### src/hdl/hpd_pkg.sv
// Shared types, constants, coefficient table and microprogram for the high-pass decimator.
`timescale 1ns / 1ps

package hpd_pkg;

	// Filter geometry
	localparam int TAP_COUNT    = 33;
	localparam int DECIM_FACTOR = 3;
	localparam int HIDX_W       = 6;
	localparam int PHASE_W      = 2;
	localparam int COEF_W       = 18;
	localparam int STEP_W       = 4;

	// Biquad coefficients, Q2.30
	localparam logic signed [31:0] HPF_B0 = 32'sd1065820337;
	localparam logic signed [31:0] HPF_B1 = -32'sd2131640684;
	localparam logic signed [31:0] HPF_B2 = 32'sd1065820337;
	localparam logic signed [31:0] HPF_A1 = -32'sd2131582240;
	localparam logic signed [31:0] HPF_A2 = 32'sd1057957293;

	// Multiplier operand pairs
	localparam logic [2:0] MS_B0X  = 3'd0;
	localparam logic [2:0] MS_B1X1 = 3'd1;
	localparam logic [2:0] MS_B2X2 = 3'd2;
	localparam logic [2:0] MS_A1Y1 = 3'd3;
	localparam logic [2:0] MS_A2Y2 = 3'd4;
	localparam logic [2:0] MS_FIR  = 3'd5;

	// Accumulate operations applied to the registered product
	localparam logic [1:0] ACC_NONE    = 2'd0;
	localparam logic [1:0] ACC_ADD_SHL = 2'd1;
	localparam logic [1:0] ACC_SUB_SAR = 2'd2;
	localparam logic [1:0] ACC_ADD     = 2'd3;

	// Sequencer operations
	localparam logic [2:0] SEQ_NEXT     = 3'd0;
	localparam logic [2:0] SEQ_WAIT_IN  = 3'd1;
	localparam logic [2:0] SEQ_LOOP     = 3'd2;
	localparam logic [2:0] SEQ_PHASE    = 3'd3;
	localparam logic [2:0] SEQ_WAIT_OUT = 3'd4;
	localparam logic [2:0] SEQ_JUMP     = 3'd5;

	// Program steps
	localparam logic [STEP_W-1:0] ST_IDLE  = 4'd0;
	localparam logic [STEP_W-1:0] ST_B0    = 4'd1;
	localparam logic [STEP_W-1:0] ST_B1    = 4'd2;
	localparam logic [STEP_W-1:0] ST_B2    = 4'd3;
	localparam logic [STEP_W-1:0] ST_A1    = 4'd4;
	localparam logic [STEP_W-1:0] ST_A2    = 4'd5;
	localparam logic [STEP_W-1:0] ST_BWAIT = 4'd6;
	localparam logic [STEP_W-1:0] ST_BDONE = 4'd7;
	localparam logic [STEP_W-1:0] ST_FR0   = 4'd8;
	localparam logic [STEP_W-1:0] ST_FLOOP = 4'd9;
	localparam logic [STEP_W-1:0] ST_FLAST = 4'd10;
	localparam logic [STEP_W-1:0] ST_FWAIT = 4'd11;
	localparam logic [STEP_W-1:0] ST_FOUT  = 4'd12;

	typedef struct packed {
		logic [2:0]        m_sel;
		logic [1:0]        acc_op;
		logic              rd_en;
		logic              bq_done;
		logic              out_step;
		logic [2:0]        seq;
		logic [STEP_W-1:0] target;
	} ucode_t;

	typedef struct packed {
		ucode_t uc;
		logic   in_take;
		logic   out_load;
	} dp_cmd_t;

	typedef struct packed {
		logic tap_last;
		logic phase_last;
		logic out_busy;
	} dp_stat_t;

	// Low-pass FIR coefficients, Q1.17, tap 0 applies to the newest sample
	function automatic logic signed [COEF_W-1:0] lp_coef(input logic [HIDX_W-1:0] idx);
		logic signed [COEF_W-1:0] c;
		unique case (idx)
			6'd0:  c = 18'sd56;
			6'd1:  c = 18'sd195;
			6'd2:  c = 18'sd199;
			6'd3:  c = -18'sd166;
			6'd4:  c = -18'sd762;
			6'd5:  c = -18'sd928;
			6'd6:  c = 18'sd0;
			6'd7:  c = 18'sd1747;
			6'd8:  c = 18'sd2741;
			6'd9:  c = 18'sd1178;
			6'd10: c = -18'sd2954;
			6'd11: c = -18'sd6675;
			6'd12: c = -18'sd5320;
			6'd13: c = 18'sd3969;
			6'd14: c = 18'sd19151;
			6'd15: c = 18'sd33449;
			6'd16: c = 18'sd39309;
			6'd17: c = 18'sd33449;
			6'd18: c = 18'sd19151;
			6'd19: c = 18'sd3969;
			6'd20: c = -18'sd5320;
			6'd21: c = -18'sd6675;
			6'd22: c = -18'sd2954;
			6'd23: c = 18'sd1178;
			6'd24: c = 18'sd2741;
			6'd25: c = 18'sd1747;
			6'd26: c = 18'sd0;
			6'd27: c = -18'sd928;
			6'd28: c = -18'sd762;
			6'd29: c = -18'sd166;
			6'd30: c = 18'sd199;
			6'd31: c = 18'sd195;
			6'd32: c = 18'sd56;
			default: c = 18'sd0;
		endcase
		return c;
	endfunction

	// Microprogram: one control word per step
	function automatic ucode_t ucode_rom(input logic [STEP_W-1:0] step);
		ucode_t w;
		w = '0;
		unique case (step)
			ST_IDLE: begin
				w.seq = SEQ_WAIT_IN;
			end
			ST_B0: begin
				w.m_sel  = MS_B0X;
				w.acc_op = ACC_ADD_SHL;
			end
			ST_B1: begin
				w.m_sel  = MS_B1X1;
				w.acc_op = ACC_ADD_SHL;
			end
			ST_B2: begin
				w.m_sel  = MS_B2X2;
				w.acc_op = ACC_ADD_SHL;
			end
			ST_A1: begin
				w.m_sel  = MS_A1Y1;
				w.acc_op = ACC_SUB_SAR;
			end
			ST_A2: begin
				w.m_sel  = MS_A2Y2;
				w.acc_op = ACC_SUB_SAR;
			end
			ST_BWAIT: begin
				w.seq = SEQ_NEXT;
			end
			ST_BDONE: begin
				w.bq_done = 1'b1;
				w.seq     = SEQ_PHASE;
				w.target  = ST_IDLE;
			end
			ST_FR0: begin
				w.rd_en = 1'b1;
			end
			ST_FLOOP: begin
				w.rd_en  = 1'b1;
				w.m_sel  = MS_FIR;
				w.acc_op = ACC_ADD;
				w.seq    = SEQ_LOOP;
			end
			ST_FLAST: begin
				w.m_sel  = MS_FIR;
				w.acc_op = ACC_ADD;
			end
			ST_FWAIT: begin
				w.seq = SEQ_NEXT;
			end
			ST_FOUT: begin
				w.out_step = 1'b1;
				w.seq      = SEQ_WAIT_OUT;
				w.target   = ST_IDLE;
			end
			default: begin
				w.seq    = SEQ_JUMP;
				w.target = ST_IDLE;
			end
		endcase
		return w;
	endfunction

endpackage

### src/hdl/hpd_sequencer.sv
// Step counter and microprogram sequencer for the high-pass decimator.
`timescale 1ns / 1ps

module hpd_sequencer
	import hpd_pkg::*;
(
	input  logic     clk,
	input  logic     arst_n,
	input  logic     in_valid,
	output logic     in_ready,
	input  dp_stat_t stat,
	output dp_cmd_t  cmd
);

	logic [STEP_W-1:0] step_q;
	logic [STEP_W-1:0] step_d;
	ucode_t            uc;

	// Fetch the control word for the current step
	assign uc       = ucode_rom(step_q);
	assign in_ready = (uc.seq == SEQ_WAIT_IN);

	always_comb begin
		cmd          = '0;
		cmd.uc       = uc;
		cmd.in_take  = in_valid && in_ready;
		cmd.out_load = uc.out_step && !stat.out_busy;
	end

	// Pick the next step
	always_comb begin
		step_d = step_q;
		unique case (uc.seq)
			SEQ_NEXT: begin
				step_d = step_q + 1'b1;
			end
			SEQ_WAIT_IN: begin
				if (in_valid) begin
					step_d = step_q + 1'b1;
				end
			end
			SEQ_LOOP: begin
				if (stat.tap_last) begin
					step_d = step_q + 1'b1;
				end
			end
			SEQ_PHASE: begin
				if (stat.phase_last) begin
					step_d = step_q + 1'b1;
				end else begin
					step_d = uc.target;
				end
			end
			SEQ_WAIT_OUT: begin
				if (!stat.out_busy) begin
					step_d = uc.target;
				end
			end
			SEQ_JUMP: begin
				step_d = uc.target;
			end
			default: begin
				step_d = ST_IDLE;
			end
		endcase
	end

	// Advance the step counter
	always_ff @(posedge clk or negedge arst_n) begin
		if (!arst_n) begin
			step_q <= ST_IDLE;
		end else begin
			step_q <= step_d;
		end
	end

`ifndef SYNTHESIS
	a_step_range: assert property (@(posedge clk) disable iff (!arst_n)
		step_q <= ST_FOUT)
		else $error("sequencer left the program");

	a_loop_exit: assert property (@(posedge clk) disable iff (!arst_n)
		(step_q == ST_FLOOP && stat.tap_last) |=> step_q == ST_FLAST)
		else $error("tap loop did not exit after the last tap");

	a_take_idle: assert property (@(posedge clk) disable iff (!arst_n)
		cmd.in_take |=> step_q == ST_B0)
		else $error("accepted transaction did not start the biquad");
`endif

endmodule

### src/hdl/hpd_datapath.sv
// Shared MAC, filter state, tap history memory and output register.
`timescale 1ns / 1ps

module hpd_datapath
	import hpd_pkg::*;
(
	input  logic               clk,
	input  logic               arst_n,
	input  dp_cmd_t            cmd,
	output dp_stat_t           stat,
	input  logic signed [15:0] in_sample,
	output logic               out_valid,
	input  logic               out_ready,
	output logic signed [15:0] filtered_sample
);

	localparam logic signed [63:0] Y_RND = 64'sd134217728;
	localparam logic signed [63:0] R_RND = 64'sd536870912;
	localparam logic signed [63:0] Y_MAX = 64'sd2147483647;
	localparam logic signed [63:0] Y_MIN = -64'sd2147483648;
	localparam logic signed [63:0] R_MAX = 64'sd32767;
	localparam logic signed [63:0] R_MIN = -64'sd32768;
	localparam logic [HIDX_W-1:0]  LAST_IDX = HIDX_W'(TAP_COUNT - 1);

	// Filter state
	logic signed [15:0]        x_q, x1_q, x2_q;
	logic signed [31:0]        y1_q, y2_q;
	logic [HIDX_W-1:0]         wslot_q;
	logic [HIDX_W-1:0]         rd_ptr_q;
	logic [HIDX_W-1:0]         k_q;
	logic [PHASE_W-1:0]        phase_q;

	// History memory with per-entry valid bits
	logic [31:0]               hist_mem [TAP_COUNT];
	logic [TAP_COUNT-1:0]      hvld_q;
	logic [31:0]               rd_data_q;
	logic                      rd_vld_q;
	logic signed [COEF_W-1:0]  coef_q;

	// MAC
	logic signed [31:0]        ma, md;
	logic signed [63:0]        prod_s1;
	logic [1:0]                pop_s1;
	logic signed [63:0]        acc_q;
	logic signed [63:0]        acc_term;

	// Rounding and saturation
	logic signed [63:0]        ysum, yq, rsum, rq;
	logic signed [31:0]        y_sat;
	logic signed [15:0]        r_sat;

	logic                      out_valid_q;
	logic signed [15:0]        filtered_q;

	assign stat.tap_last   = (k_q == LAST_IDX);
	assign stat.phase_last = (phase_q == PHASE_W'(DECIM_FACTOR - 1));
	assign stat.out_busy   = out_valid_q && !out_ready;

	// Select multiplier operands
	always_comb begin
		ma = HPF_B0;
		md = 32'(x_q);
		unique case (cmd.uc.m_sel)
			MS_B0X: begin
				ma = HPF_B0;
				md = 32'(x_q);
			end
			MS_B1X1: begin
				ma = HPF_B1;
				md = 32'(x1_q);
			end
			MS_B2X2: begin
				ma = HPF_B2;
				md = 32'(x2_q);
			end
			MS_A1Y1: begin
				ma = HPF_A1;
				md = y1_q;
			end
			MS_A2Y2: begin
				ma = HPF_A2;
				md = y2_q;
			end
			MS_FIR: begin
				ma = 32'(coef_q);
				md = rd_vld_q ? $signed(rd_data_q) : 32'sd0;
			end
			default: begin
				ma = '0;
				md = '0;
			end
		endcase
	end

	// Scale the registered product for the accumulator
	always_comb begin
		unique case (pop_s1)
			ACC_NONE:    acc_term = '0;
			ACC_ADD_SHL: acc_term = prod_s1 <<< 11;
			ACC_SUB_SAR: acc_term = -(prod_s1 >>> 2);
			ACC_ADD:     acc_term = prod_s1;
			default:     acc_term = '0;
		endcase
	end

	// Round half up and saturate the biquad and FIR sums
	always_comb begin
		ysum = acc_q + Y_RND;
		yq   = ysum >>> 28;
		if (yq > Y_MAX) begin
			y_sat = 32'sh7FFFFFFF;
		end else if (yq < Y_MIN) begin
			y_sat = 32'sh80000000;
		end else begin
			y_sat = yq[31:0];
		end
		rsum = acc_q + R_RND;
		rq   = rsum >>> 30;
		if (rq > R_MAX) begin
			r_sat = 16'sh7FFF;
		end else if (rq < R_MIN) begin
			r_sat = 16'sh8000;
		end else begin
			r_sat = rq[15:0];
		end
	end

	// Multiply stage
	always_ff @(posedge clk) begin
		prod_s1 <= ma * md;
	end

	// Accumulate op is registered alongside the product so the two stay aligned
	always_ff @(posedge clk or negedge arst_n) begin
		if (!arst_n) begin
			pop_s1 <= ACC_NONE;
		end else begin
			pop_s1 <= cmd.uc.acc_op;
		end
	end

	// Accumulator: clear at the start of each sum, else add the product
	always_ff @(posedge clk) begin
		if (cmd.in_take || cmd.uc.bq_done) begin
			acc_q <= '0;
		end else begin
			acc_q <= acc_q + acc_term;
		end
	end

	// Latch the input sample
	always_ff @(posedge clk) begin
		if (cmd.in_take) begin
			x_q <= in_sample;
		end
	end

	// Biquad delay line, history pointers and valid bits, tap counter and decimation phase
	always_ff @(posedge clk or negedge arst_n) begin
		if (!arst_n) begin
			x1_q     <= '0;
			x2_q     <= '0;
			y1_q     <= '0;
			y2_q     <= '0;
			wslot_q  <= '0;
			rd_ptr_q <= '0;
			k_q      <= '0;
			phase_q  <= '0;
			hvld_q   <= '0;
		end else begin
			if (cmd.uc.bq_done) begin
				x2_q             <= x1_q;
				x1_q             <= x_q;
				y2_q             <= y1_q;
				y1_q             <= y_sat;
				hvld_q[wslot_q]  <= 1'b1;
				rd_ptr_q         <= wslot_q;
				wslot_q          <= (wslot_q == LAST_IDX) ? '0 : wslot_q + 1'b1;
				k_q              <= '0;
				phase_q          <= stat.phase_last ? '0 : phase_q + 1'b1;
			end else if (cmd.uc.rd_en) begin
				k_q      <= k_q + 1'b1;
				rd_ptr_q <= (rd_ptr_q == '0) ? LAST_IDX : rd_ptr_q - 1'b1;
			end
		end
	end

	// History memory write and registered read
	always_ff @(posedge clk) begin
		if (cmd.uc.bq_done) begin
			hist_mem[wslot_q] <= y_sat;
		end
		if (cmd.uc.rd_en) begin
			rd_data_q <= hist_mem[rd_ptr_q];
			rd_vld_q  <= hvld_q[rd_ptr_q];
			coef_q    <= lp_coef(k_q);
		end
	end

	// Output register: hold until the transaction completes
	always_ff @(posedge clk or negedge arst_n) begin
		if (!arst_n) begin
			out_valid_q <= 1'b0;
		end else if (cmd.out_load) begin
			out_valid_q <= 1'b1;
		end else if (out_ready) begin
			out_valid_q <= 1'b0;
		end
	end

	always_ff @(posedge clk) begin
		if (cmd.out_load) begin
			filtered_q <= r_sat;
		end
	end

	assign out_valid       = out_valid_q;
	assign filtered_sample = filtered_q;

`ifndef SYNTHESIS
	a_wslot_range: assert property (@(posedge clk) disable iff (!arst_n)
		wslot_q < HIDX_W'(TAP_COUNT) && rd_ptr_q < HIDX_W'(TAP_COUNT))
		else $error("history pointer out of range");

	a_phase_range: assert property (@(posedge clk) disable iff (!arst_n)
		phase_q < PHASE_W'(DECIM_FACTOR))
		else $error("decimation phase out of range");

	a_no_overwrite: assert property (@(posedge clk) disable iff (!arst_n)
		cmd.out_load |-> (!out_valid_q || out_ready))
		else $error("result loaded over a pending transaction");

	a_acc_clear: assert property (@(posedge clk) disable iff (!arst_n)
		cmd.in_take |=> acc_q == 64'sd0)
		else $error("accumulator not cleared at transaction start");
`endif

endmodule

### src/hdl/highpass_decimate_3to1.sv
// Top level: high-pass biquad and 33-tap 3:1 FIR decimator on one shared MAC.
// Every third accepted sample runs the FIR after its biquad step and yields a result.
// Throughput is set by the single 32x32 multiplier running 5 biquad and 33 FIR products;
// a new sample is accepted only once the previous one has finished its program.
// Reset (arst_n, async low) clears filter state, decimation phase and history valid bits.
// A new sample is accepted while a finished result still waits in the output register.
`timescale 1ns / 1ps

module highpass_decimate_3to1
	import hpd_pkg::*;
(
	input  logic               clk,
	input  logic               arst_n,
	input  logic               in_valid,
	output logic               in_ready,
	input  logic signed [15:0] in_sample,
	output logic               out_valid,
	input  logic               out_ready,
	output logic signed [15:0] filtered_sample
);

	dp_cmd_t  cmd;
	dp_stat_t stat;

	// Microprogram control
	hpd_sequencer u_seq (
		.clk      (clk),
		.arst_n   (arst_n),
		.in_valid (in_valid),
		.in_ready (in_ready),
		.stat     (stat),
		.cmd      (cmd)
	);

	// MAC, state and history
	hpd_datapath u_dp (
		.clk             (clk),
		.arst_n          (arst_n),
		.cmd             (cmd),
		.stat            (stat),
		.in_sample       (in_sample),
		.out_valid       (out_valid),
		.out_ready       (out_ready),
		.filtered_sample (filtered_sample)
	);

endmodule
### config.mk
export PLATFORM = sky130hd
export DESIGN_NAME = highpass_decimate_3to1
export DESIGN_NICKNAME = d
export VERILOG_FILES = /design/src/hdl/hpd_pkg.sv /design/src/hdl/hpd_sequencer.sv /design/src/hdl/hpd_datapath.sv /design/src/hdl/highpass_decimate_3to1.sv
export SDC_FILE = /design/constraint.sdc
export NUM_CORES = 2
export LEC_CHECK = 0
export BUFFER_PORTS_ARGS = -buffer_cell sky130_fd_sc_hd__buf_2
export CORE_MARGIN = 2
export CORE_UTILIZATION = 46
export DETAILED_ROUTE_END_ITERATION = 8
export GPL_ROUTABILITY_DRIVEN = 0
export PLACE_DENSITY = 0.72
export SETUP_SLACK_MARGIN = 0.02
export SYNTH_ARGS = -nofsm -noshare
export SYNTH_HDL_FRONTEND = slang
export SYNTH_SLANG_ARGS = --single-unit
### constraint.sdc
create_clock -name clk -period 22.3 [get_ports clk]
set_input_delay 2.23 -clock clk [delete_from_list [all_inputs] [get_ports clk]]
set_output_delay 2.23 -clock clk [all_outputs]
set_load 0.05 [all_outputs]
### After elaboration in Yosys (flattened, before gate mapping)

Memories as Yosys holds them, arrays and structs flattened. A register that Yosys moved wholly into a read port is not among the register bits.
Index checks and enable logic that the tools add are counted.

* register bits after elaboration: 317
* memory bits (writable): 1056
* memories kept: 2
* bits in read-only memories: 1152
* bits of input ports: 20

* multiply operators: 1
* equality and inequality tests: 30
* reductions and logical operators: 19
* add/sub/neg operators: 9
* bitwise logic cells: 1
* magnitude comparators: 7
* mux-type cells: 32

Memory list
* (no name shown): words 64, width 18, rd ports 1, clocked after memory_dff 1, write ports 0, line hpd_pkg.sv:83 `unique case (idx)`
* u_dp.hist_mem: words 33, width 32, rd ports 1, clocked after memory_dff 1, write ports 1, line hpd_datapath.sv:34 `logic [31:0] hist_mem [TAP_COUNT];`

Operators with widths (count)
* $pmux W64 S4: 1
* $pmux W32 S6: 1
* $pmux W32 S5: 1
* $mux W32: 3
* $add A64 B29 Y64 const B: 1
* $add A64 B31 Y64 const B: 1
* $add A64 B64 Y64: 1
* $mul A32 B32 Y64: 1
* $neg A62 Y64: 1
* $gt A36 B32 Y1 const B: 1
* $lt A36 B32 Y1 const B: 1
* $mux W6: 6
* $gt A34 B16 Y1 const B: 1
* $lt A34 B16 Y1 const B: 1
* $or A33 B33 Y33: 1
* $pmux W5 S6: 1
* $eq A4 B4 Y1 const B: 5
* $pmux W4 S5: 1
* $eq A4 B3 Y1 const B: 4
* $mux W16: 1
* $mux W4: 4
* $pmux W3 S5: 1
* $lt A6 B7 Y1 const B: 2
* $add A6 B1 Y6 const B: 2
* 28 further kinds: 56

### Longest topological paths before layout

* depth in word-level cells: 7
* depth in mapped cells: 41
* mapped depth without buffers: 36

### Hierarchy

From an unflattened synthesis, not the netlist that was laid out.

* cells, all modules: 7368
* area, all modules: 94115.3 µm²

By module, submodules not included
* hpd_datapath: area each 93606.0 µm², cells an instance 7306, seq. area each 40508.9 µm², times used 1
* hpd_sequencer: area each 509.2 µm², cells an instance 62, seq. area each 100.1 µm², times used 1

### Worst setup path after synthesis

Ideal clock, no wire load.

* path type: register to register
* start point: reg u_seq.step_q[1]
* end point: reg u_dp.prod_s1[62]
* required time: 22.240 ns
* slack: 12.595 ns
* arrival: 9.645 ns
* stages on the path, launching flop included: 37
* setup time: 0.060 ns
* path buffers: 6
* cells stage by stage: dfrtp_1 > inv_1 > ha_1 > buf_2 > nor2_1 > nor2_1 > clkbuf_1 > and2_1 > clkbuf_1 > clkbuf_1 > clkbuf_1 > nand2_1 > and4_1 > clkbuf_1 > nor2_1 > fa_1 > fa_1 > fa_1 > fa_1 > inv_1 > fa_1 > inv_1 > fa_1 > inv_1 > fa_1 > inv_1 > fa_1 > ha_1 > and3_1 > nand3_1 > nor3_1 > nand2_1 > o32a_1 > a31oi_1 > a31oi_2 > nor4b_1 > a311o_1

* word-level cells in the longest chain between the ends: 7
* elaborated cells between the ends (all ways): 19
* those cells by class: mul (1); eq/ne (12); mux (3); reduce/logical (3)

Ends and longest elaborated chain
* start, declared: line hpd_sequencer.sv:15 `logic [STEP_W-1:0] step_q;`
* start signal, assigned: line hpd_sequencer.sv:73 `step_q <= step_d;`
* $eq A4 B4 Y1: line hpd_pkg.sv:126 `unique case (step)`
* $reduce_or A2 Y1 (no source line)
* $pmux W5 S6 *: line hpd_pkg.sv:126
* $eq A3 B2 Y1 or $logic_not A3 Y1 (tied branches): line hpd_datapath.sv:63 `unique case (cmd.uc.m_sel)`
* $reduce_or A2 Y1 (no source line)
* $pmux W32 S5: line hpd_datapath.sv:63
* $mul A32 B32 Y64 *: line hpd_datapath.sv:130 `prod_s1 <= ma * md;`
* end signal, assigned: line hpd_datapath.sv:130
* end, declared: line hpd_datapath.sv:42 `logic signed [63:0] prod_s1;`

Every way passes the cells marked *; elsewhere a longest branch is shown, timed or not.
A chain may end at the register's enable or synchronous reset.

### Final worst setup path

* start point: reg u_seq.step_q[1]
* end point: reg u_dp.prod_s1[60]

Same word-level chain as after synthesis.

==> key figures <==
Status
  – Run status: completed

STA
  – Transition time of the tightest slew-check pin: between 1000 and 1500 ps
  – Tcrit/Tclk final: approximately 53%
  – Post-Route Skew: about 65 ps
  – Fin. Hold Viols: 0
  – Min Tclk post-route: around 12000 ps
  – TNS Setup: 0 ps
  – Final setup viols: 0
  – RSZ-0062 raised after global routing: false
  – Final worst slack: 10380 ps
  – Fmax: roughly 0.084 GHz
  – Slew Limit Fails: 0
  – Headroom to the max-slew limit: approximately 15%

Final layout
  – Highest-count cells in the layout ignoring fill and taps: edfxtp_1, inv_1, fa_1, nand2_1, nor2_1
  – Area delta synth->final: 8.999%
  – Layout cell share with drive strength beyond 1: a little over a tenth
  – Final Non-Filler Cells: 10843
  – Reg area: slightly above 40000 um^2
  – Fin nets: about 9300
  – Area of the multi-input gates: between 40000 and 50000 um^2
  – Commonest non-fill, non-tap cell in the layout: edfxtp_1
  – Layout Utilization: approximately half
  – FILL cells: about 17000

Synth
  – Mapped Cells: 8071
  – Asr flop ratio synth: a little over a tenth
  – Post-synth EDFFs: 1137
  – Count of cell types in the netlist: 96
  – Yosys reg bits: 1421
  – Post-Syn Nets: 9396
  – Share of the yosys chip area belonging to registers: between 40 and 50%
  – Synthesized area per cell: 11.83 um^2
  – Top_reg_cell synth: edfxtp_1
  – Synthesized area: 95470 um^2
  – Yosys warnings: 0

Global route
  – Gr usage total: between 20% and 30%
  – Grt total ovfl: 0
  – Initial antenna violation count: 13
  – Largest net degree at the start of global routing: between 70 and 80
  – Vias in the first global route: about 66000
  – First-pass GRT wire length: between 400 and 500 mm

Place
  – I/O Buffers: 37
  – Post-DP HPWL: approximately 190 mm
  – Placement Setup Slack: approximately 11000 ps
  – Placed Cells: about 11000

Critical path
  – CP max stage cell: fa_1
  – Largest stage delay on the critical path: 1030 ps
  – Crit path top cell by count: fa_1
  – Flop-to-flop setup slack: between 10000 and 15000 ps
  – R2R cell count: 33
  – Worst endpoint required time: around 23000 ps
  – Critical Path AT: approximately 13000 ps
  – Crit path max fanout: 33
  – Crit. End Element: flip-flop
  – Worst setup SP type: flip-flop
  – Setup Crit Path Kind: reg -> reg

Clock tree
  – Clk buf depth: 3
  – CTS Root Cell: clkbuf_16
  – Htree depth: 4
  – Clock-pin slew on the worst setup and hold paths: approximately 60 ps
  – Resize count post-CTS: 0
  – TritonCTS clock tree: built
  – Clk_lat worst skew: 810 ps
  – Setup Fix Bufs, Post-CTS: 0
  – Sink Count: ~1400
  – Num CTS Buffers: around 140
  – Hold Buf Count CTS: 0

Worst hold path
  – Worst hold stages: 1
  – Hold WC Path Type: reg -> reg

Route
  – Drt total wl: ~280 mm
  – ANT nets after route: 0
  – Routed wire per std cell: around 26 um
  – DR iter-0 viols: approximately 8000
  – Max Used Layer: met5
  – Via count: around 65000
  – DR pass1 iterations: 7
  – # DRC: 0
  – Met2 Wirelength: ~130 mm
  – Post-DR vias/cell: 6.002
  – WL met3: approximately 31 mm
  – Met1 WL: 101.5 mm

Floorplan
  – I/O pin cnt: 38
  – Core area: slightly above 200000 um^2
  – Starting Density: 46.20%
  – Die ar.: 211200 um^2
  – Site Rows: 167
  – Die height: 459.6 um
  – Width of the die: 459.6 um

Flow run
  – Max_cap viols: 0
through the flow:
| stage | hold WS [ps] | cell area (um^2) |
|---|---|---|
| 6_report | 461.8 | 104100 |
| 5_1_grt | 475.3 | 104000 |
| 4_1_cts | 463.5 | 104000 |
| 3_5_place_dp | 449.2 | 99280 |
| 3_3_place_gp | 445.3 | 99280 |
| 2_1_floorplan | 433.7 | 95470 |
cell type report:
cell class	count	area share, %
clock inverter	81	1.039
timing repair buffer	219	1.497
inverter	1059	3.820
antenna	7	0.01683
tap	2704	3.251
multi-input combinational	5179	47.80
clock buffer	173	3.533
sequential	1421	39.04
Yosys cell counts (21+ instances only):
cell type	number	area, um^2
buf_1	52	195.2
clkbuf_1	326	1224
o21a_1	49	367.9
or2_2	47	294.0
o21bai_1	29	217.7
and3_1	24	150.1
a21o_1	88	660.6
a21oi_1	291	1456
mux4_2	184	4144
inv_1	1057	3968
a22o_1	35	306.5
a211oi_1	27	202.7
nand4_1	63	394.1
ha_1	265	3316
xnor2_1	144	1261
buf_2	27	135.1
edfxtp_1	1137	34140
nand2_1	860	3228
o21ai_0	260	1301
dfrtp_1	156	3904
nor2b_1	21	131.4
nor2_1	721	2706
and2_1	38	237.7
nand2b_1	42	262.8
o21ai_2	23	201.4
mux2i_1	211	2112
mux2_2	58	653.1
nor3_1	77	385.4
dfxtp_1	128	2562
nand3_1	84	420.4
a31oi_1	24	150.1
o221ai_1	75	656.9
xor2_1	83	727.0
nor4_1	22	137.6
fa_1	1040	20820
o22ai_1	70	437.9
routing by layer:
| layer | vias up | track usage [%] |
|---|---|---|
| li1 | 27286 | - |
| met1 | 32834 | 33.70 |
| met2 | 4001 | 40.64 |
| met3 | 944 | 6.746 |
| met4 | 12 | 17.35 |
| met5 | - | 0 |
sequential cells by signal (all words and copies together), names as in the netlist:
signal / count
u_dp.y2_q: 32
u_dp.hvld_q: 33
u_dp.rd_vld_q: 1
u_dp.out_valid: 1
u_dp.rd_ptr_q: 6
u_dp.coef_q: 16
u_dp.acc_q: 64
u_dp.prod_s1: 64
u_seq.step_q: 4
u_dp.hist_mem: 1056
u_dp.rd_data_q: 32
u_dp.pop_s1: 2
u_dp.k_q: 6
u_dp.wslot_q: 6
u_dp.x_q: 16
u_dp.x1_q: 16
u_dp.phase_q: 2
u_dp.filtered_sample: 16
u_dp.y1_q: 32
u_dp.x2_q: 16
path summary, 6_finish.rpt:
| check | start | to |
|---|---|---|
| hold reg to reg | u_dp.hvld_q[21] | u_dp.hvld_q[21] |
| max in group asynchronous | arst_n | u_dp.rd_ptr_q[1] |
| hold / removal | u_dp.hvld_q[21] | u_dp.hvld_q[21] |
| setup reg to reg | u_seq.step_q[1] | u_dp.prod_s1[60] |
| min in group asynchronous | arst_n | u_dp.hvld_q[12] |
| setup / recovery | u_seq.step_q[1] | u_dp.prod_s1[60] |
kinds of logic (layout without fill, tap and decap cells):
family	Yosys count	after routing	synth area share, %
flops	1421	1421	42.54
compound gates	1112	1112	7.483
xor+xnor	227	227	2.083
other cells	0	7	0
simple gates	2081	2081	9.512
mux	454	454	7.249
fa+ha+maj	1305	1305	25.28
buf+inv	1471	1532	5.856
worst max-delay path, delay by kind of cell (launching register included):
family                   cells  cell delay [ps]
AO/OA/AOI/OAI                7             1850
AND/OR/NAND/NOR              9             2470
buffers and inverters        7             1400
flip-flops                   1              410
adder cells (fa/ha/maj)     10             5660
Power is not shown: default switching activity piles up to over one toggle a cycle in this logic, so the estimate is an artifact.
